--- src/bvd_pkg.sv ---
//------------------------------------------------------------------------------
// bvd_pkg: shared types and constants
// Register indexes, input kinds, the tap passed from cell to cell and the
// result entry held in the output buffer.
//------------------------------------------------------------------------------
`default_nettype none

package bvd_pkg;

	localparam int Z_MAX = 1024;
	localparam int ZW    = 11;
	localparam int ZCW   = 10;

	localparam logic [1:0] REG_SIZE_X = 2'd0;
	localparam logic [1:0] REG_SIZE_Y = 2'd1;
	localparam logic [1:0] REG_SIZE_Z = 2'd2;

	localparam logic FUNC_VOXEL = 1'b0;
	localparam logic FUNC_DRAIN = 1'b1;

	typedef struct packed {
		logic live;
		logic occ;
	} bvd_tap_t;

	typedef struct packed {
		logic dilated;
		logic last;
	} bvd_result_t;

endpackage

`default_nettype wire

--- src/bvd_out_buf.sv ---
//------------------------------------------------------------------------------
// bvd_out_buf: two-entry result buffer
// Holds finished results so the input side keeps moving while the output
// side stalls, until both entries are taken.
//------------------------------------------------------------------------------
`default_nettype none

module bvd_out_buf
	import bvd_pkg::*;
(
	input  wire logic        clk,
	input  wire logic        arst_n,
	input  wire logic        push,
	input  wire bvd_result_t push_data,
	output logic             full,
	output logic             m_axis_tvalid,
	input  wire logic        m_axis_tready,
	output logic [7:0]       m_axis_tdata,  // [0] dilated_bit, [7:1] zero
	output logic             m_axis_tlast   // last_voxel
);

	bvd_result_t slot_q [2];
	logic        wr_ptr_q;
	logic        rd_ptr_q;
	logic [1:0]  cnt_q;
	logic        pop;
	bvd_result_t head;

	assign full          = (cnt_q == 2'd2);
	assign m_axis_tvalid = (cnt_q != 2'd0);
	assign pop           = m_axis_tvalid && m_axis_tready;
	assign head          = slot_q[rd_ptr_q];
	assign m_axis_tdata  = {7'd0, head.dilated};
	assign m_axis_tlast  = head.last;

	always_ff @(posedge clk) begin
		if (push) begin
			slot_q[wr_ptr_q] <= push_data;
		end
	end

	always_ff @(posedge clk or negedge arst_n) begin
		if (!arst_n) begin
			wr_ptr_q <= 1'b0;
			rd_ptr_q <= 1'b0;
			cnt_q    <= 2'd0;
		end else begin
			if (push) begin
				wr_ptr_q <= ~wr_ptr_q;
			end
			if (pop) begin
				rd_ptr_q <= ~rd_ptr_q;
			end
			case ({push, pop})
				2'b10:   cnt_q <= cnt_q + 2'd1;
				2'b01:   cnt_q <= cnt_q - 2'd1;
				default: cnt_q <= cnt_q;
			endcase
		end
	end

endmodule

`default_nettype wire

--- config.mk ---
export PLATFORM = sky130hd
export DESIGN_NAME = bvd_out_buf
export DESIGN_NICKNAME = d
export VERILOG_FILES = /design/src/bvd_pkg.sv /design/src/bvd_out_buf.sv
export SDC_FILE = /design/constraint.sdc
export NUM_CORES = 1
export LEC_CHECK = 0
export BUFFER_PORTS_ARGS = -buffer_cell sky130_fd_sc_hd__buf_2
export CAP_MARGIN = 20
export CORE_AREA = 2 2 39 41
export DETAILED_ROUTE_END_ITERATION = 8
export DIE_AREA = 0 0 41 43
export GPL_TIMING_DRIVEN = 0
export HOLD_SLACK_MARGIN = 0.05
export PLACE_DENSITY_LB_ADDON = 0.2
export SKIP_LAST_GASP = 1
export SLEW_MARGIN = 40
export SYNTH_ARGS = -nofsm -noshare
export SYNTH_HDL_FRONTEND = slang
export SYNTH_SLANG_ARGS = --single-unit
--- constraint.sdc ---
create_clock -name clk -period 1.6 [get_ports clk]
set_clock_uncertainty 0.2 [all_clocks]
set_input_delay 0.16 -clock clk [delete_from_list [all_inputs] [get_ports clk]]
set_output_delay 0.16 -clock clk [all_outputs]
set_load 0.005 [all_outputs]
# Yosys cells after proc, flatten, opt, wreduce, memory -nomap -nowiden
# Memories as Yosys holds them, arrays and structs flattened.
# Cells that the tools add are included.
dict set report totals {
  ff_bits 4
  ramBits 4
  inputBits 6
  output_inout_bits 11
  word_cells 17
  memories 1
}
# name depth word_bits read_ports rd_ports_with_merged_regs write_ports line
set mem_list {}
lappend mem_list {slot_q 2 2 1 0 1 bvd_out_buf.sv:22} ;# bvd_result_t slot_q [2];
dict set report op_classes {
  add_sub_neg 2
  n_eq_ne 3
  n_mux 3
  bitwise 2
  n_reduce_logical 3
}
# op count
set ops {}
lappend ops {{2-bit equality test (second input constant)} 2}
lappend ops {{2-bit one-hot mux with 2 select lines} 1}
lappend ops {{2-bit nonzero test} 2}
lappend ops {{2-bit by 1-bit adder with 2-bit output (second input constant)} 1}
lappend ops {{2-bit by 1-bit equality test with 1-bit output (second input constant)} 1}
lappend ops {{1-bit two-way mux} 2}
lappend ops {{1-bit inverter} 2}
lappend ops {{2-bit by 1-bit subtractor with 2-bit output (second input constant)} 1}
lappend ops {{1-bit logical AND} 1}

# Depth between registers and ports, before layout
dict set report depth {
  depth_word 4
  depth_mapped 6
  depth_no_buf 6
}

# Worst setup path after synthesis
# No wires, ideal clock.
dict set report synth_timing {
  path_kind {flip-flop to flip-flop}
  startpoint {reg cnt_q[0]}
  endpoint {reg cnt_q[1]}
  setup_ns 0.079
  arrival_time_ns 1.363
  required_ns 1.321
  slack_ns -0.042
  stages_incl_launch_ff 6
  path_buffers 0
  synth_period_minus_slack_ns 1.642
  path_cell_list {dfrtp_1 > or2_4 > and2_4 > ha_1 > nor2_1 > xor2_1}
}
dict set report synth_between {
  elab_chain_len 4
  elab_cells_between_ends 8
  classes_between {add/sub (2); eq/ne (2); mux (1); reduce/logical (3)}
}
# item line
set synth_rtl {}
lappend synth_rtl {{from (decl)} bvd_out_buf.sv:25} ;# logic [1:0] cnt_q;
lappend synth_rtl {{from (signal assigned)} bvd_out_buf.sv:55} ;# 2'b10: cnt_q <= cnt_q + 2'd1;
lappend synth_rtl {{from (signal assigned)} bvd_out_buf.sv:56} ;# 2'b01: cnt_q <= cnt_q - 2'd1;
lappend synth_rtl {{from (signal assigned)} bvd_out_buf.sv:57} ;# default: cnt_q <= cnt_q;
lappend synth_rtl {{2-bit nonzero test (*)} bvd_out_buf.sv:30} ;# assign m_axis_tvalid = (cnt_q != 2'd0);
lappend synth_rtl {{named net m_axis_tvalid} bvd_out_buf.sv:16} ;# output logic m_axis_tvalid,
lappend synth_rtl {{1-bit logical AND (*)} bvd_out_buf.sv:31} ;# assign pop = m_axis_tvalid && m_axis_tready;
lappend synth_rtl {{named net pop} bvd_out_buf.sv:26} ;# logic pop;
lappend synth_rtl {{2-bit by 1-bit equality test with 1-bit output / 2-bit equality test (equally long branches)} bvd_out_buf.sv:54} ;# case ({push, pop})
lappend synth_rtl {{2-bit one-hot mux with 2 select lines / 2-bit nonzero test (equally long branches)} -}
# The timed path passes the listed nets; every way through them passes the cells marked *.
# A chain may end at the register's enable or synchronous reset.

# Worst setup path after layout
dict set report layout_timing {
  startpoint {reg cnt_q[0]}
  endpoint {reg cnt_q[1]}
}
dict set report layout_between {
  elab_chain_len 4
  elab_cells_between_ends 8
  classes_between {add/sub (2); eq/ne (2); mux (1); reduce/logical (3)}
}
# item line
set layout_rtl {}
lappend layout_rtl {{2-bit nonzero test (*)} bvd_out_buf.sv:30}
lappend layout_rtl {{1-bit logical AND (*)} bvd_out_buf.sv:31}
lappend layout_rtl {{named net pop} bvd_out_buf.sv:26}
lappend layout_rtl {{2-bit by 1-bit equality test with 1-bit output / 2-bit equality test (equally long branches)} bvd_out_buf.sv:54}
lappend layout_rtl {{2-bit one-hot mux with 2 select lines / 2-bit nonzero test (equally long branches)} -}
# Marked as above.

==> results.md <==
* Status: finished clean
* Clock Path Buffers at 2
* Max-slew violations at 0
* Routed wire length at 606 um
* Initial Util at 28.84%
* R2R Path End: cnt_q[1]$_DFFE_PN0P_
* CTS tree: done
* Number of distinct library cells after synthesis at 14
* Vias at 266
* Xor and xnor area share after synthesis at 10.97%
* Synth top area share at 30.09%
* Max Cap Violations at 0
* Worst R2R Setup Slack at 20 ps
* Die width at 41 um
* Slowest CP cell: dfrtp_1
* RePlAce Congestion at 0.6201
* Die area at 1763 um2
* Area contributors post-synth: edfxtp_1 30%, dfrtp_1 25%, buf_4 13%, xor2_1 6.6%, mux2_2 5.6%
* Share of layout cells above drive strength 1 at 50.82%
* Grt ovf at 0
* Switching Fraction at 27.59%
* P_sw at 0.0002492 W
* Complex-gate fraction of the synthesized area at 0%
* GR Util All Layers at 7.825%
* Yosys warnings at 0
* Flops & latches, synth at 8
* Main combinational cell family by area after synthesis: buffers and inverters
* Row count at 14
* Tcrit/Tclk final at 98.97%
* Logic gate share of total power at 44.3%
* Post-Synth Adder-Cell Area at 3.135%
* Hold WS at 291.7 ps
* Clock root buffer: clkbuf_4
* CP Capture Type: register
* Critical Path Start: cnt_q[0]$_DFFE_PN0P_
* Area Overhead vs Synth at 57.99%
* Hold Fails Final Rpt at 0
* Internal at 0.0006540 W
* Number of global-route vias before repair at 218
* Top Ports at 17
* Mean post-synth cell area at 12.88 um2
* FF-to-FF path depth at 6
* # nets final at 69
* Seq pwr share at 37.5%
* Max incr delay on CP at 370 ps
* Synth Instances at 31
* Drt drc at 0
* Drt first-iter violations at 2
* Ant. Diodes at 0
* PortBufs at 9
* Mapped Area at 399.1 um2
* Clk pin slew, worst setup/hold paths at 60 ps
* # H-tree levels at 1
* Clock sink total at 8
* Critical Path AT at 1560 ps
* Total power at 0.0009032 W
* Antenna violations before repair at 0
* Most frequent cells in the layout: 12 x buf_4, 9 x buf_2, 7 x conb_1, 6 x dlygate4sd3_1
* Worst Path Required at 1580 ps
* Antenna Violating Nets Remaining at 0
* Worst R2R Start: cnt_q[0]$_DFFE_PN0P_
* Final core utilization at 45.57%
* Pin count of the biggest net entering global routing at 6
* CP endpoint: cnt_q[1]$_DFFE_PN0P_
* Startpoint types: register
* Peak supply drop at 0.4832 mV
* Multi-input logic area at 165.2 um2
* Clk network pwr share at 18.2%
* Routed vias/inst at 3.455
* Die Y at 43 um
* First-pass GRT wire length at 855 um
* RSZ-0062 raised after global routing: true
* Placeable core area at 1384 um2
* Yosys top cell by area: edfxtp_1
* Sequential share of the synthesized area at 55.17%
* CP Cell Sequence: or2_4, and2_4, ha_4, xnor2_2, nor2_1, xor2_1
* Leak at 0.3079 nW
* Clock latency on the worst-skew pair at 250 ps
* Power Density at 1432 nW/um2
* Worst min-delay path class: reg -> reg
* Post-Synth Simple-Gate Area at 10.03%
* Fmax at 631.5 MHz
* Sequential cell area at 220.2 um2
* Final Critical Period at 1584 ps
* CP max FO at 2
* Number of iterations in the first detailed-routing pass at 2
* Crit path kind: reg -> reg
* TritonCTS Buffers at 3
* Most common cell after layout, fill and taps aside: buf_4
* HP Start: wr_ptr_q$_DFFE_PN0P_
* Multiplexer share of the synthesized area at 5.643%
* Routed wire per std cell at 7.870 um
* Fillers at 130
* Setup violators final at 0
[cells in the mapped netlist]
| master | n |
|---|---|
| conb_1 | 1 |
| and2_1 | 1 |
| xnor2_1 | 2 |
| inv_1 | 1 |
| xor2_1 | 3 |
| nor2_1 | 2 |
| edfxtp_1 | 4 |
| dfrtp_1 | 4 |
| ha_1 | 1 |
| mux2_2 | 2 |
| or2_4 | 1 |
| buf_4 | 7 |
| and2_4 | 1 |
| and2b_2 | 1 |
[sequential cells by signal, indices dropped and copies added, names as in the netlist]
name	flops
wr_ptr_q	1
slot_q	4
rd_ptr_q	1
cnt_q	2
[power groups by stage]
stage	Combinational [W]	Clock [W]	Sequential [W]
after detailed placement	0.000272	0	0.000358
after global placement	0.000270	0	0.000359
final	0.000400	0.000164	0.000339
after floorplan	0.000207	0	0.000344
after CTS	0.000355	0.000173	0.000339
after global routing	0.000444	0.000182	0.000345
[worst min path at each step]
| stage | endpoint | slack (ps) | cells after the start |
|---|---|---|---|
| after floorplan | cnt_q[0]$_DFFE_PN0P_ | -340 | 0 |
| after global placement | rd_ptr_q$_DFFE_PN0P_ | -230 | 1 |
| after detailed placement | rd_ptr_q$_DFFE_PN0P_ | -230 | 1 |
| after CTS | wr_ptr_q$_DFFE_PN0P_ | 290 | 1 |
| after global routing | wr_ptr_q$_DFFE_PN0P_ | 290 | 1 |
| final | wr_ptr_q$_DFFE_PN0P_ | 290 | 1 |
[cell type report]
| class | count | share of cell area (%) |
|---|---|---|
| Buffer | 7 | 8.333 |
| Tap cell | 16 | 3.175 |
| Sequential cell | 8 | 34.92 |
| Timing Repair Buffer | 20 | 22.62 |
| Inverter | 1 | 0.5952 |
| Multi-Input combinational cell | 21 | 26.19 |
| Clock buffer | 4 | 4.167 |
[metrics by stage]
stage               instances  TNS [ps]  setup WS, ps  instance area [um2]
floorplan                  37         0         5.581                434.2
global placement           62    -25.49        -25.49                499.2
detailed placement         62    -43.16        -43.16                499.2
CTS                        74         0         1.209                608.1
global route               77    -65.76        -65.76                630.6
finish                     77         0         16.47                630.6
[critical path: cells and delay by family, from the launching register on]
kind / cells / cell delay, ps
xor gates and xnor gates: 2 / 260
and+or+nand+nor: 3 / 530
DFF: 1 / 370
adders and majority gates: 1 / 160
[per-layer routing]
metal	vias to the layer above	routed length, um	part of all wire (%)	track usage, %
met5	-	0	0	0
li1	146	-	-	-
met4	0	6	0.99	6.000
met1	113	283	47	9.365
met2	5	291	48	9.688
met3	2	25	4.1	4.712
[cell families after synthesis]
group,count (synthesis)
buffers and inverters,8
AND/OR/NAND/NOR,6
adder cells (fa/ha/maj),1
multiplexers,2
XOR/XNOR,5
flip-flops,8
other,1
[repair_timing]
action,in CTS,in global routing
endpoints found under the hold margin,10,0
pin swaps,1,5
endpoints found under the setup margin,1,1
hold buffers,6,0
gates resized for setup,1,0
buffers inserted,2,3
Note: power is estimated with default switching activity, not from simulation.
