$ cat src/bvd_pkg.sv
//------------------------------------------------------------------------------
// bvd_pkg: shared types and constants
// Register indexes, input kinds, the tap passed from cell to cell and the
// result entry held in the output buffer.
//------------------------------------------------------------------------------
`default_nettype none

package bvd_pkg;

	localparam int Z_MAX = 1024;
	localparam int ZW    = 11;
	localparam int ZCW   = 10;

	localparam logic [1:0] REG_SIZE_X = 2'd0;
	localparam logic [1:0] REG_SIZE_Y = 2'd1;
	localparam logic [1:0] REG_SIZE_Z = 2'd2;

	localparam logic FUNC_VOXEL = 1'b0;
	localparam logic FUNC_DRAIN = 1'b1;

	typedef struct packed {
		logic live;
		logic occ;
	} bvd_tap_t;

	typedef struct packed {
		logic dilated;
		logic last;
	} bvd_result_t;

endpackage

`default_nettype wire

$ cat src/bvd_axis_cell.sv
//------------------------------------------------------------------------------
// bvd_axis_cell: one-axis dilation cell
// Delays its stream by dly requests in a ring buffer holding two taps, and ORs
// the center with its neighbors one stride before and after, clipped by the
// center's coordinate along the axis. dly of zero passes the stream through.
//------------------------------------------------------------------------------
`default_nettype none

module bvd_axis_cell
	import bvd_pkg::*;
#(
	parameter int DEPTH = 64,
	parameter int NMAX  = 64
) (
	input  wire logic                       clk,
	input  wire logic                       arst_n,
	input  wire logic                       restart,
	input  wire logic                       adv,
	input  wire logic [$clog2(DEPTH+1)-1:0] dly,
	input  wire logic [$clog2(NMAX+1)-1:0]  len,
	input  wire bvd_tap_t                   tap_in,
	output bvd_tap_t                        tap_out
);

	localparam int AW = (DEPTH > 1) ? $clog2(DEPTH) : 1;
	localparam int FW = $clog2(DEPTH + 1);
	localparam int CW = (NMAX > 1) ? $clog2(NMAX) : 1;
	localparam int NW = $clog2(NMAX + 1);

	logic [1:0]    mem [DEPTH];
	logic [1:0]    rd_q;
	logic [1:0]    wr_q;
	logic          byp_q;
	logic [AW-1:0] addr_q;
	logic [AW-1:0] addr_nxt;
	logic [FW-1:0] fill_q;
	logic [AW-1:0] pos_q;
	logic [CW-1:0] coord_q;
	logic [FW-1:0] dly_m1;
	logic [1:0]    word;
	logic [1:0]    wr_word;
	logic          pass;
	logic          live_out;
	logic          prev_ok;
	logic          next_ok;
	logic          center;

	assign pass     = (dly == '0);
	assign dly_m1   = dly - FW'(1);
	assign addr_nxt = (FW'(addr_q) == dly_m1) ? '0 : addr_q + AW'(1);
	assign word     = byp_q ? wr_q : rd_q;
	assign wr_word  = {word[0], tap_in.occ};
	assign center   = pass ? tap_in.occ : word[0];
	assign live_out = tap_in.live && (fill_q == dly);
	assign prev_ok  = (coord_q != '0);
	assign next_ok  = (NW'(coord_q) != len - NW'(1));

	assign tap_out.live = live_out;
	assign tap_out.occ  = center | (prev_ok & word[1]) | (next_ok & tap_in.occ);

	// ring buffer, read one request ahead
	always_ff @(posedge clk) begin
		if (adv && !pass) begin
			mem[addr_q] <= wr_word;
			rd_q        <= mem[addr_nxt];
			wr_q        <= wr_word;
		end
	end

	always_ff @(posedge clk or negedge arst_n) begin
		if (!arst_n) begin
			addr_q  <= '0;
			fill_q  <= '0;
			pos_q   <= '0;
			coord_q <= '0;
			byp_q   <= 1'b0;
		end else if (restart) begin
			addr_q  <= '0;
			fill_q  <= '0;
			pos_q   <= '0;
			coord_q <= '0;
		end else if (adv) begin
			if (!pass) begin
				addr_q <= addr_nxt;
				byp_q  <= (addr_nxt == addr_q);
			end
			if (tap_in.live && fill_q != dly) begin
				fill_q <= fill_q + FW'(1);
			end
			if (live_out) begin
				if (FW'(pos_q) == dly_m1) begin
					pos_q   <= '0;
					coord_q <= (NW'(coord_q) == len - NW'(1)) ? '0 : coord_q + CW'(1);
				end else begin
					pos_q <= pos_q + AW'(1);
				end
			end
		end
	end

endmodule

`default_nettype wire

$ cat config.mk
export PLATFORM = sky130hd
export DESIGN_NAME = bvd_axis_cell
export DESIGN_NICKNAME = d
export VERILOG_FILES = /design/src/bvd_pkg.sv /design/src/bvd_axis_cell.sv
export SDC_FILE = /design/constraint.sdc
export NUM_CORES = 1
export LEC_CHECK = 0
export BUFFER_PORTS_ARGS = -buffer_cell sky130_fd_sc_hd__buf_4
export CORE_UTILIZATION = 54
export DETAILED_ROUTE_END_ITERATION = 10
export PLACE_DENSITY_LB_ADDON = 0.15
export REMOVE_ABC_BUFFERS = 1
export SETUP_SLACK_MARGIN = 0.5
export SLEW_MARGIN = 40
export SYNTH_ARGS = -nofsm -noshare
export SYNTH_HDL_FRONTEND = slang
export SYNTH_SLANG_ARGS = --single-unit
$ cat constraint.sdc
create_clock -name clk -period 3.9 [get_ports clk]
set_input_delay 0.39 -clock clk [delete_from_list [all_inputs] [get_ports clk]]
set_output_delay 0.39 -clock clk [all_outputs]
set_load 0.005 [all_outputs]
* After elaboration in Yosys (flattened, before gate mapping)
Memory sizes are Yosys's and may differ from the RTL's. A register that Yosys moved wholly into a read port is not among the register bits. Cells that the tools add are included. W data, S select, Z words.
Cells by class: add/sub/neg operators 6, eq/ne operators 8, mux-type cells 20, bitwise logic cells 6, reduce and logical (&&, ||, !) cells 15
Operators with widths (number):
- $mux W6 | 13
- $eq A6 B7 Y1 | 3
- $mux W7 | 3
- $add A6 B1 Y6 const B | 3
- $sub A7 B1 Y7 const B | 2
- $reduce_bool A2 Y1 | 4
- $add A7 B1 Y7 const B | 1
- $eq A7 B7 Y1 | 1
- $logic_not A7 Y1 | 1
- $ne A6 B7 Y1 | 1
- $ne A7 B7 Y1 | 1
- $eq A6 B6 Y1 | 1
- $reduce_and A2 Y1 | 3
- $reduce_and A3 Y1 | 2
- $reduce_bool A6 Y1 | 1
- $logic_and A1 B1 Y1 | 3
- $mux W1 | 3
- $and A1 B1 Y1 | 2
- $mux W2 | 1
- $ne A2 B2 Y1 const B | 1
- $not A1 Y1 | 2
- $or A1 B1 Y1 | 2
- $logic_not A1 Y1 | 1
Word-level totals: register bits 28, bits in writable memories 128, output and inout port bits 2, memories 1
Memories:
- mem | depth 64, width 2, rd ports 1, clocked after Yosys merged registers in 1, wr ports 1, RTL line bvd_axis_cell.sv:30 | logic [1:0] mem [DEPTH];

* Logic depth before layout (Yosys ltp)
Gate-level depths: netlist of the first run.
depth after elaboration 7, gate-level depth with buffers 11, gate-level depth less buffers 10

* Worst setup path before layout of the first run
No wires, ideal clock.
path type input -> register, start input dly[0], end register rd_q[0], read port of mem (data pin), setup time 257 ps, arrival 2379 ps, required time 3643 ps, slack 1264 ps, stages on the path 10, cells stage by stage buf_6 > inv_1 > ha_1 > nor3b_4 > mux2_2 > o221ai_1 > nand2_1 > nand3_1 > a41oi_1 > a32o_1
Between the ends: cells in the longest elaborated chain, start to end 3
RTL lines:
- from (decl) | RTL line bvd_axis_cell.sv:19 | input wire logic [$clog2(DEPTH+1)-1:0] dly,
- $sub A7 B1 Y7 or $logic_not A7 Y1 (tied branches) | RTL line bvd_axis_cell.sv:49, bvd_axis_cell.sv:48
- $eq A6 B7 Y1 or $logic_not A1 Y1 (tied branches)
- $mux W6 or $logic_and A1 B1 Y1 (tied branches) | RTL line bvd_axis_cell.sv:50, bvd_axis_cell.sv:63
- to (decl) | RTL line bvd_axis_cell.sv:31 | logic [1:0] rd_q;
Parallel ways exist; a longest one is shown, timed or not. A chain may end at the register's enable or synchronous reset.

* Final worst setup path of the first run
start register addr_q[1], end register rd_q[0], read port of mem (data pin)
Between the ends: cells in the longest elaborated chain, start to end 2
RTL lines:
- from (decl) | RTL line bvd_axis_cell.sv:34 | logic [AW-1:0] addr_q;
- from (signal assigned) | RTL line bvd_axis_cell.sv:84 | addr_q <= addr_nxt;
- $add A6 B1 Y6 or $eq A6 B7 Y1 (tied branches) | RTL line bvd_axis_cell.sv:50 | assign addr_nxt = (FW'(addr_q) == dly_m1) ? '0 : addr_q + AW'(1);
- $mux W6 (*) | RTL line bvd_axis_cell.sv:50
Mark *: on every way between the ends. The rest lies on a longest branch, timed or not.

==> results of run 1 <==
[worst paths after layout]
path / startpoint / to / slack (ns) / cells after the start
worst max-delay path: addr_q[1] / rd_q[0] / 0.82 / 8
worst min-delay path: restart / fill_q[5] / 0.33 / 2
worst max register to register: addr_q[1] / rd_q[0] / 0.82 / 8
worst min register to register: pos_q[5] / pos_q[5] / 0.55 / 1
max in group asynchronous: arst_n / addr_q[0] / 3.21 / 2
min in group asynchronous: arst_n / fill_q[4] / 0.41 / 2
[cells in the final DEF, fill, tap and decap left out, types with 5 or more instances in the layout]
| cell | count |
|---|---|
| o22ai_1 | 6 |
| o21ai_0 | 24 |
| mux4_2 | 23 |
| nand4_1 | 7 |
| ha_1 | 8 |
| mux2i_1 | 14 |
| nand2b_1 | 6 |
| xor2_1 | 15 |
| clkinv_2 | 6 |
| clkbuf_16 | 17 |
| nand3b_1 | 10 |
| o211ai_1 | 5 |
| edfxtp_1 | 132 |
| nand3_1 | 19 |
| nor2_1 | 93 |
| xnor2_1 | 20 |
| a21oi_1 | 22 |
| nor3_1 | 11 |
| nand2_1 | 38 |
| mux2_2 | 5 |
| inv_1 | 12 |
| dfrtp_1 | 25 |
| or2_2 | 7 |
| buf_4 | 28 |
| or3_1 | 6 |
[critical path: cells and delay by family (launching register included)]
kind            cells  cell delay, ns
fa+ha+maj           1            0.43
mux                 1            0.32
buf+inv             1            0.35
compound gates      3            0.48
simple gates        1            0.16
xor+xnor            1            0.56
flops               1            0.54
[registers in the layout (all words and copies together) (netlist names)]
register	count
wr_q	2
rd_q	2
coord_q	6
mem	128
pos_q	6
addr_q	6
fill_q	7
byp_q	1
[cell type report]
cell class                 instances  area share (%)
tap                              180            2.61
multi-input combinational        405            34.0
sequential                       158            53.6
clock buffer                      18            4.98
inverter                          13           0.566
clock inverter                    13            1.71
timing repair buffer              29            2.56
[kinds of logic after synthesis]
kind of cell    Yosys count  synth area share, %
simple gates            225                 14.3
flops                   158                 59.7
compound gates           90                 7.54
buf+inv                  51                 2.83
mux                      42                 9.24
xor+xnor                 40                 5.08
fa+ha+maj                 8                 1.29
[power groups by stage]
stage / combinational [W] / clock, W / sequential (W)
floorplan: 0.000204 / 0 / 0.00193
global placement: 0.000335 / 0 / 0.00193
detailed placement: 0.000340 / 0 / 0.00193
CTS: 0.000344 / 0.00165 / 0.00189
global route: 0.000378 / 0.00172 / 0.00190
finish: 0.000343 / 0.00163 / 0.00189
[metal layers]
| metal | global-route usage (%) | up-vias | part of all wire (%) |
|---|---|---|---|
| met5 | 0 | - | 0 |
| met4 | 12.1 | 0 | 3.4 |
| met3 | 4.82 | 43 | 5.0 |
| met2 | 40.2 | 186 | 48 |
| met1 | 34.2 | 2500 | 43 |
| li1 | - | 2307 | - |
[metrics by stage]
| stage | util (%) | TNS, ns | std cells | hold slack, ns |
|---|---|---|---|---|
| after global routing | 61.8 | 0 | 816 | 0.330 |
| after CTS | 61.8 | 0 | 816 | 0.316 |
| after floorplan | - | -1.91 | 576 | 0.0944 |
| final | 61.8 | 0 | 816 | 0.328 |
| after global placement | 57.5 | 0 | 784 | 0.319 |
| after detailed placement | 57.6 | 0 | 784 | 0.328 |
[timing repair]
action	4_1_cts	5_1_grt
buffers inserted	0	0
hold endpoints to repair	26	0
hold buffers	1	0
==> impl_metrics.tcl, run 1 <==
set metrics [dict create \
    netlist_top_cells_count "132 x edfxtp_1, 93 x nor2_1, 38 x nand2_1" \
    die_width_um 122 \
    cp_common_cell "o211ai_1" \
    timing.final.hold_violations 0 \
    routed_wl_um 17300 \
    worst-endpoint-arrival_ns 3.25 \
    hpwl_reported_at_the_end_of_detailed_placement_um 11500 \
    swShare_pct 22.3 \
    synthMostInstantiatedCell "edfxtp_1" \
    cts_root_buf "clkbuf_16" \
    timing_max_transition_violations_final 0 \
    maxCapViolations 0 \
    antenna_found_initial 0 \
    finalWorstSetupSlack_ns 0.822 \
    post-layout-total-power_w 0.00386 \
    fill_cells 1090 \
    design.portCount 22 \
    drive_above_1_share_pct 17.3 \
    netlist.top_cell.by_area "edfxtp_1" \
    initial_utilization_pct 55.5 \
    cts.reportedPaths.clkPinSlew_ns 0.06 \
    max-slew-margin-rel_pct 53.4 \
    flow.area_growth_from_synthesis_pct 11.5 \
    gp_congestion 0.890 \
    post_synth_inst_count 614 \
    synth_edf_count 132 \
    clkSinkCount 158 \
    worstMarginPinSlew_ns 0.695 \
    netlist-cell-type-count 63 \
    gr-total-overflow 0 \
    multi_input_area_um2 2930 \
    rsz0062_at_grt "no" \
    tritoncts.num_buffers 17 \
    clock_tree.htree_level_count 4 \
    post_drt_via_cell_ratio 6.17 \
    postSynth.topFlopCell "edfxtp_1" \
    leakage_power_figure_nw 2.87 \
    synth.area.top_cells "edfxtp_1 51%, dfrtp_1 8.4%, mux4_2 6.7%" \
    syn_area_cell_um2 12.6 \
    register_area_um2 4620 \
    floorplan.rows 43 \
    std_cell_core_area_um2 13900 \
    yosysWarningCount 0 \
    critical_path.max_fanout 18 \
    finalInstanceArea_um2 8620 \
    comb_power_share_pct 8.9 \
    yosys_register_bits 158 \
    yosys.area.top_type_share_pct 51.3 \
    synth_seq_area_share_pct 59.7 \
    detailroute.via_count 5036 \
    category_of_the_worst_setup_path_launch_point "register" \
    post_synth_instance_area_um2 7730 \
    post-route-min-period_ns 3.08 \
    number_of_global_route_vias_before_repair 5122 \
    final_worst_path_period_share_pct 78.9 \
    seqPwrFrac_pct 49.0 \
    hp-class "input pin to register" \
    timing.critical_path.required_ns 4.08 \
    critPathMaxStageDelay_ns 0.56 \
    post_place_worst_slack_ns 0.748 \
    vdd.ir_drop.worst_uv 275 \
    buffer_ports.inserted 21 \
    num-nets-final 652 \
    drt-initial-drc-count 429 \
    grt_pass1_wl_um 27600 \
    tritoncts_clock_tree "yes" \
    crit_type "register to register" \
    chipHeight_um 122 \
    crit_path_cell_trace "ha_1 > xor2_4 > buf_4 > mux4_2 > nand2b_1 > o211ai_1 > o211ai_1 > a32o_1" \
    internal_power_w 0.00300 \
    floorplan.die_area_um2 14800 \
    route.antenna.remaining_nets 0 \
    run_status "completed" \
    power.switching_w 0.000861 \
    final-setup-viol-count 0 \
    n_antenna_cell 0 \
    cp_slowest_cell "xor2_4" \
    async_reset_ff_share_pct 16.5 \
    insertion_delay_ns 0.42 \
    maxClockFrequency_mhz 325 \
    post_cts.resized_instances 0 \
    route.detailed.wl_per_inst_um 21.2 \
    drc 0 \
    largest_net_degree_at_the_start_of_global_routing 67 \
    buffer_depth_of_the_longest_clock_path 2 \
    grtUsageTotal_pct 25.5 \
    power.density_nw_per_um2 448 \
    placed_cell_area_um2 8030 \
    share_clk_of_total_power_pct 42.1 \
    drt_first_pass_iters 5 \
    clock_skew_after_layout_ns 0.00628 \
    worstSetupEndpointType "register" \
]
No activity file was read; power rests on OpenSTA's default activity.
==> run 2: changes to the inputs <==
- clock period: 3.9 -> 2.51 ns (I/O delays scaled with it)
==> run 2 against run 1 <==
Compared with the run above:
- core utilization grew 8.2 points
- critical path depth grew 1
- final cell count grew 9.1%
- non-clock buffer count grew 74
- clock-buffer cell count shrank 1
- design area grew 13%
- global-route usage grew 1.6 points
- die area is the same
- setup slack lost 0.74 ns
- largest cell class unchanged
==> impl_metrics.tcl, run 2 (synthesized netlist as in run 1, its figures left out) <==
set metrics [dict create \
    post_drt_via_cell_ratio 6.10 \
    met2_usage_pct 43.1 \
    detailroute.via_count 5432 \
    run_status "completed" \
    insertion_delay_ns 0.43 \
    grt_use_met1_pct 35.3 \
    clock_skew_after_layout_ns 0.0112 \
    drt-initial-drc-count 508 \
    power.switching_w 0.00156 \
    route.antenna.remaining_nets 0 \
    swShare_pct 25.1 \
    chipHeight_um 122 \
    crit_type "register to register" \
    leakage_power_figure_nw 3.35 \
    setup_tns_ns 0 \
    tritoncts_clock_tree "yes" \
    layout_commonest_cell "edfxtp_1" \
    drt_first_pass_iters 5 \
    cp_slowest_cell "dfrtp_2" \
    design.portCount 22 \
    post_place_worst_slack_ns -0.0660 \
    finalWorstSetupSlack_ns 0.0858 \
    die_width_um 122 \
    route.detailed.wl_per_inst_um 21.6 \
    drc 0 \
    cp_common_cell "buf_16" \
    timing_max_transition_violations_final 0 \
    critical_path.max_fanout 7 \
    grt_util_met3_pct 6.18 \
    buffer_depth_of_the_longest_clock_path 2 \
    cts_root_buf "clkbuf_16" \
    regToRegSetupSlack_ns 0.09 \
    power.density_nw_per_um2 636 \
    hold-path-endpoint "addr_q[0]" \
    final_worst_path_period_share_pct 96.6 \
    n_antenna_cell 0 \
    crit_path_cell_trace "buf_6 > buf_12 > buf_16 > buf_16 > buf_4 > mux4_2 > mux2i_1 > o211ai_1 > a32o_1" \
    fill_cells 953 \
    worst-endpoint-arrival_ns 2.61 \
    buffer_ports.inserted 21 \
    num-nets-final 726 \
    clkSinkCount 158 \
    max-slew-margin-rel_pct 57.8 \
    hpwl_reported_at_the_end_of_detailed_placement_um 12200 \
    maxClockFrequency_mhz 413 \
    comb_power_share_pct 11.6 \
    initial_utilization_pct 55.5 \
    tritoncts.num_buffers 17 \
    final-setup-viol-count 0 \
    hold_start "restart" \
    floorplan.rows 43 \
    seqPwrFrac_pct 47.4 \
    r2r-end "rd_q[0]" \
    number_of_global_route_vias_before_repair 5375 \
    share_clk_of_total_power_pct 41.0 \
    maxCapViolations 0 \
    hp-class "input pin to register" \
    top_library_cells_by_usage_in_the_layout_fill_and_taps_aside "132 x edfxtp_1, 79 x buf_4, 74 x nor2_1" \
    grt_pass1_wl_um 29100 \
    std_cell_core_area_um2 13900 \
    largest_net_degree_at_the_start_of_global_routing 66 \
    hold_path_depth 2 \
    layout.core_utilization_pct 70.0 \
    clock_tree.htree_level_count 4 \
    gp_congestion 0.945 \
    internal_power_w 0.00465 \
    worst_r2r_startpoint "addr_q[0]" \
    layout_top_registers "mem: 128 flops, fill_q: 7 flops" \
    post-layout-total-power_w 0.00620 \
    rsz0062_at_grt "yes" \
    antenna_found_initial 0 \
    critPathMaxStageDelay_ns 0.43 \
    finalInstanceArea_um2 9760 \
    placed_cell_area_um2 8380 \
    routed_wl_um 19200 \
    max_flop_register "mem" \
    worstMarginPinSlew_ns 0.633 \
    largest_register_ffs 128 \
    top_usage_layer "met2" \
    flow.area_growth_from_synthesis_pct 26.2 \
    drive_above_1_share_pct 33.0 \
    timing.critical_path.required_ns 2.69 \
    post-route-min-period_ns 2.42 \
    cts.reportedPaths.clkPinSlew_ns 0.07 \
    floorplan.die_area_um2 14800 \
    vdd.ir_drop.worst_uv 846 \
    grtUsageTotal_pct 27.1 \
    reg2regPathDepth 9 \
    timing.final.hold_violations 0 \
    category_of_the_worst_setup_path_launch_point "register" \
    gr-total-overflow 0 \
    worstSetupEndpointType "register" \
]
run 2: what timing repair did:
action / 4_1_cts / 5_1_grt
cloned: 3 / 0
gates resized for setup: 35 / 79
buffers inserted: 7 / 22
pin swaps: 15 / 32
setup endpoints to repair: 58 / 62
hold endpoints to repair: 26 / 0
hold buffers: 1 / 0
run 2: how the worst max path moves through the flow:
| stage | startpoint | endpoint | cells past startpoint |
|---|---|---|---|
| 2_1_floorplan | addr_q[0] | rd_q[0] | 8 |
| 3_3_place_gp | dly[0] | rd_q[0] | 10 |
| 5_1_grt | addr_q[1] | rd_q[1] | 9 |
| 6_report | addr_q[0] | rd_q[0] | 9 |
| 4_1_cts | addr_q[0] | rd_q[0] | 10 |
| 3_5_place_dp | dly[0] | rd_q[0] | 10 |
run 2: cell type report:
class                   instances  area, µm²  area share, %
clock buffers                  17        425           4.36
clock inverters                14        154           1.58
inverters                      13       48.8          0.500
multi-input cells             405       3270           33.5
flip-flops and latches        158       4620           47.3
well taps                     180        225           2.31
repair buffers                103       1020           10.5
run 2: layer usage:
layer	wire, µm	share of wire [%]
met1	7620	40
met2	9670	50
met3	1300	6.8
met4	615	3.2
met5	0	0
run 2: power groups by stage:
stage / sequential, W / combinational (W) / clock, W
2_1_floorplan: 0.00300 / 0.000318 / 0
3_3_place_gp: 0.00299 / 0.000564 / 0
3_5_place_dp: 0.00299 / 0.000576 / 0
4_1_cts: 0.00294 / 0.000634 / 0.00257
5_1_grt: 0.00294 / 0.000777 / 0.00266
6_report: 0.00294 / 0.000720 / 0.00254
run 2: metrics by stage:
step                      std cells  hold slack [ns]
after floorplan                 576          -0.0446
after global placement          826            0.186
after detailed placement        826            0.182
after CTS                       868            0.158
after global routing            890            0.183
final                           890            0.186
run 2: critical path: cells and delay by family, from the launching register on:
family | cells | cell delay, ns
compound gates | 2 | 0.40
buf+inv | 5 | 0.68
flops | 1 | 0.43
mux | 2 | 0.67
==> run 3: changes to the inputs <==
- CORE_UTILIZATION: 54 -> 56
==> run 3 against run 2 <==
Compared with the run above:
- sequential power barely moved
- die area shrank 3.5%
- first-iteration DRC count is 37% lower
- critical endpoint unchanged
- critical path type unchanged
==> impl_metrics.tcl, run 3 (synthesized netlist as in run 1, its figures left out) <==
set metrics [dict create \
    run_status "completed" \
    stdcell_count 869 \
    crit_path_cell_trace "ha_4 > xor2_4 > buf_12 > mux4_2 > mux2i_1 > nor2_1 > a311oi_1 > o22ai_1 > a32o_1" \
    final-setup-viol-count 0 \
    detailroute.via_count 5220 \
    initial_utilization_pct 57.9 \
    timing.critical_path.required_ns 2.69 \
    critPathMaxStageDelay_ns 0.45 \
    chipHeight_um 120 \
    antenna_found_initial 0 \
    fill_cells 942 \
    top_library_cells_by_usage_in_the_layout_fill_and_taps_aside "132 x edfxtp_1, 73 x nor2_1, 72 x buf_4" \
    layout.core_utilization_pct 70.3 \
    worst_r2r_startpoint "addr_q[0]" \
    drc 0 \
    number_of_global_route_vias_before_repair 5288 \
    hold-worst-slack_ns 0.185 \
    comb_power_share_pct 10.6 \
    floorplan.die_area_um2 14300 \
    max_flop_register "mem" \
    post_drt_via_cell_ratio 6.01 \
    buffer_ports.inserted 21 \
    worstSetupEndpointType "register" \
    crit_type "register to register" \
    post-place-cells 820 \
    largest_net_degree_at_the_start_of_global_routing 67 \
    die_width_um 120 \
    worstMarginPinSlew_ns 0.637 \
    critPathBufInv 1 \
    vdd.ir_drop.worst_uv 459 \
    finalInstanceArea_um2 9390 \
    hold-path-endpoint "fill_q[5]" \
    design.portCount 22 \
    power.switching_w 0.00138 \
    critical_path.max_fanout 8 \
    hold_path_depth 2 \
    timing_max_transition_violations_final 0 \
    category_of_the_worst_setup_path_launch_point "register" \
    hpwl_reported_at_the_end_of_detailed_placement_um 11800 \
    grt_pass1_wl_um 28100 \
    clock_skew_after_layout_ns 0.0101 \
    flow.area_growth_from_synthesis_pct 21.4 \
    floorplan.rows 42 \
    gr-total-overflow 0 \
    r2r-end "rd_q[0]" \
    maxCapViolations 0 \
    worst-endpoint-arrival_ns 2.53 \
    post-route-min-period_ns 2.36 \
    max-slew-margin-rel_pct 57.5 \
    std_cell_core_area_um2 13300 \
    clock_tree.htree_level_count 4 \
    critPathTopFamily "compound AO/OA/AOI/OAI gates" \
    routed_wl_um 17700 \
    post_place_worst_slack_ns -0.108 \
    drt_first_pass_iters 5 \
    cp_slowest_cell "dfrtp_2" \
    cts.reportedPaths.clkPinSlew_ns 0.06 \
    layout_commonest_cell "edfxtp_1" \
    regToRegSetupSlack_ns 0.15 \
    gp_congestion 0.880 \
    num-nets-final 708 \
    rsz0062_at_grt "yes" \
    tritoncts_clock_tree "yes" \
    hold_start "restart" \
    clkSinkCount 158 \
    largest_register_ffs 128 \
    route.detailed.wl_per_inst_um 20.4 \
    timing.final.hold_violations 0 \
    finalWorstSetupSlack_ns 0.152 \
    leakage_power_figure_nw 3.20 \
    maxClockFrequency_mhz 424 \
    grtUsageTotal_pct 26.5 \
    hp-class "input pin to register" \
    share_clk_of_total_power_pct 41.3 \
    internal_power_w 0.00474 \
    power.density_nw_per_um2 652 \
    reg2regPathDepth 9 \
    final_worst_path_period_share_pct 93.9 \
    buffer_depth_of_the_longest_clock_path 2 \
    placed_cell_area_um2 8330 \
    insertion_delay_ns 0.43 \
    n_antenna_cell 0 \
    drive_above_1_share_pct 29.7 \
    tritoncts.num_buffers 17 \
    seqPwrFrac_pct 48.1 \
    drt-initial-drc-count 322 \
    cts_root_buf "clkbuf_16" \
    layout_top_registers "mem: 128 flops, fill_q: 7 flops" \
    swShare_pct 22.5 \
    route.antenna.remaining_nets 0 \
]
[run 3: changes by cell type in the layout (fill, tap and decap cells not counted), sizes merged, moves of 2 or more]
| cell | delta |
|---|---|
| inv | -7 |
| clkinv | +3 |
| clkbuf | +6 |
| clkinvlp | -2 |
| buf | -20 |
[run 3: timing repair]
action	4_1_cts	5_1_grt
cloned	1	1
resized for setup	39	42
buffers inserted	9	5
endpoints found under the hold margin	26	0
pin swaps	13	15
hold buffers	1	0
endpoints found under the setup margin	63	81
[run 3: stage by stage]
stage	TNS, ns	total power (W)
global placement	0	0.00355
global route	0	0.00631
detailed placement	-0.108	0.00357
finish	0	0.00612
floorplan	-21.24	0.00332
CTS	0	0.00613
[run 3: area by class of cell]
class	instances	area [µm²]	area share [%]
flip-flops and latches	158	4620	49.2
well taps	176	220	2.35
clock inverters	9	111	1.19
clock buffers	23	478	5.09
inverters	13	48.8	0.520
repair buffers	84	729	7.77
multi-input cells	406	3180	33.9
[run 3: how the worst max path moves through the flow]
stage | start | endpoint | slack [ns] | cells after the start
6_report | addr_q[0] | rd_q[0] | 0.15 | 9
4_1_cts | coord_q[3] | tap_out[0] | 0.13 | 7
5_1_grt | addr_q[0] | rd_q[0] | 0.06 | 9
2_1_floorplan | addr_q[0] | rd_q[0] | -2.38 | 8
3_5_place_dp | dly[1] | rd_q[0] | -0.11 | 10
3_3_place_gp | dly[0] | rd_q[0] | 0.005 | 10
[run 3: routing by layer]
metal	track usage [%]	vias up	wire, µm
li1	-	2413	-
met1	34.8	2598	7360
met2	42.6	181	8890
met3	5.32	28	982
met4	12.3	0	474
met5	0	-	0
[run 3: power groups by stage]
| stage | Sequential [W] | Clock (W) | Combinational, W |
|---|---|---|---|
| floorplan | 0.00300 | 0 | 0.000318 |
| global placement | 0.00299 | 0 | 0.000561 |
| detailed placement | 0.00299 | 0 | 0.000573 |
| CTS | 0.00294 | 0.00256 | 0.000626 |
| global route | 0.00295 | 0.00266 | 0.000703 |
| finish | 0.00294 | 0.00253 | 0.000650 |
[run 3: worst reg2reg max path: stages, from the launching register on]
cell and delay, ns:
dfrtp_2 0.45, ha_4 0.19, xor2_4 0.15, buf_12 0.16
mux4_2 0.30, mux2i_1 0.21, nor2_1 0.07, a311oi_1 0.23
o22ai_1 0.12, a32o_1 0.22
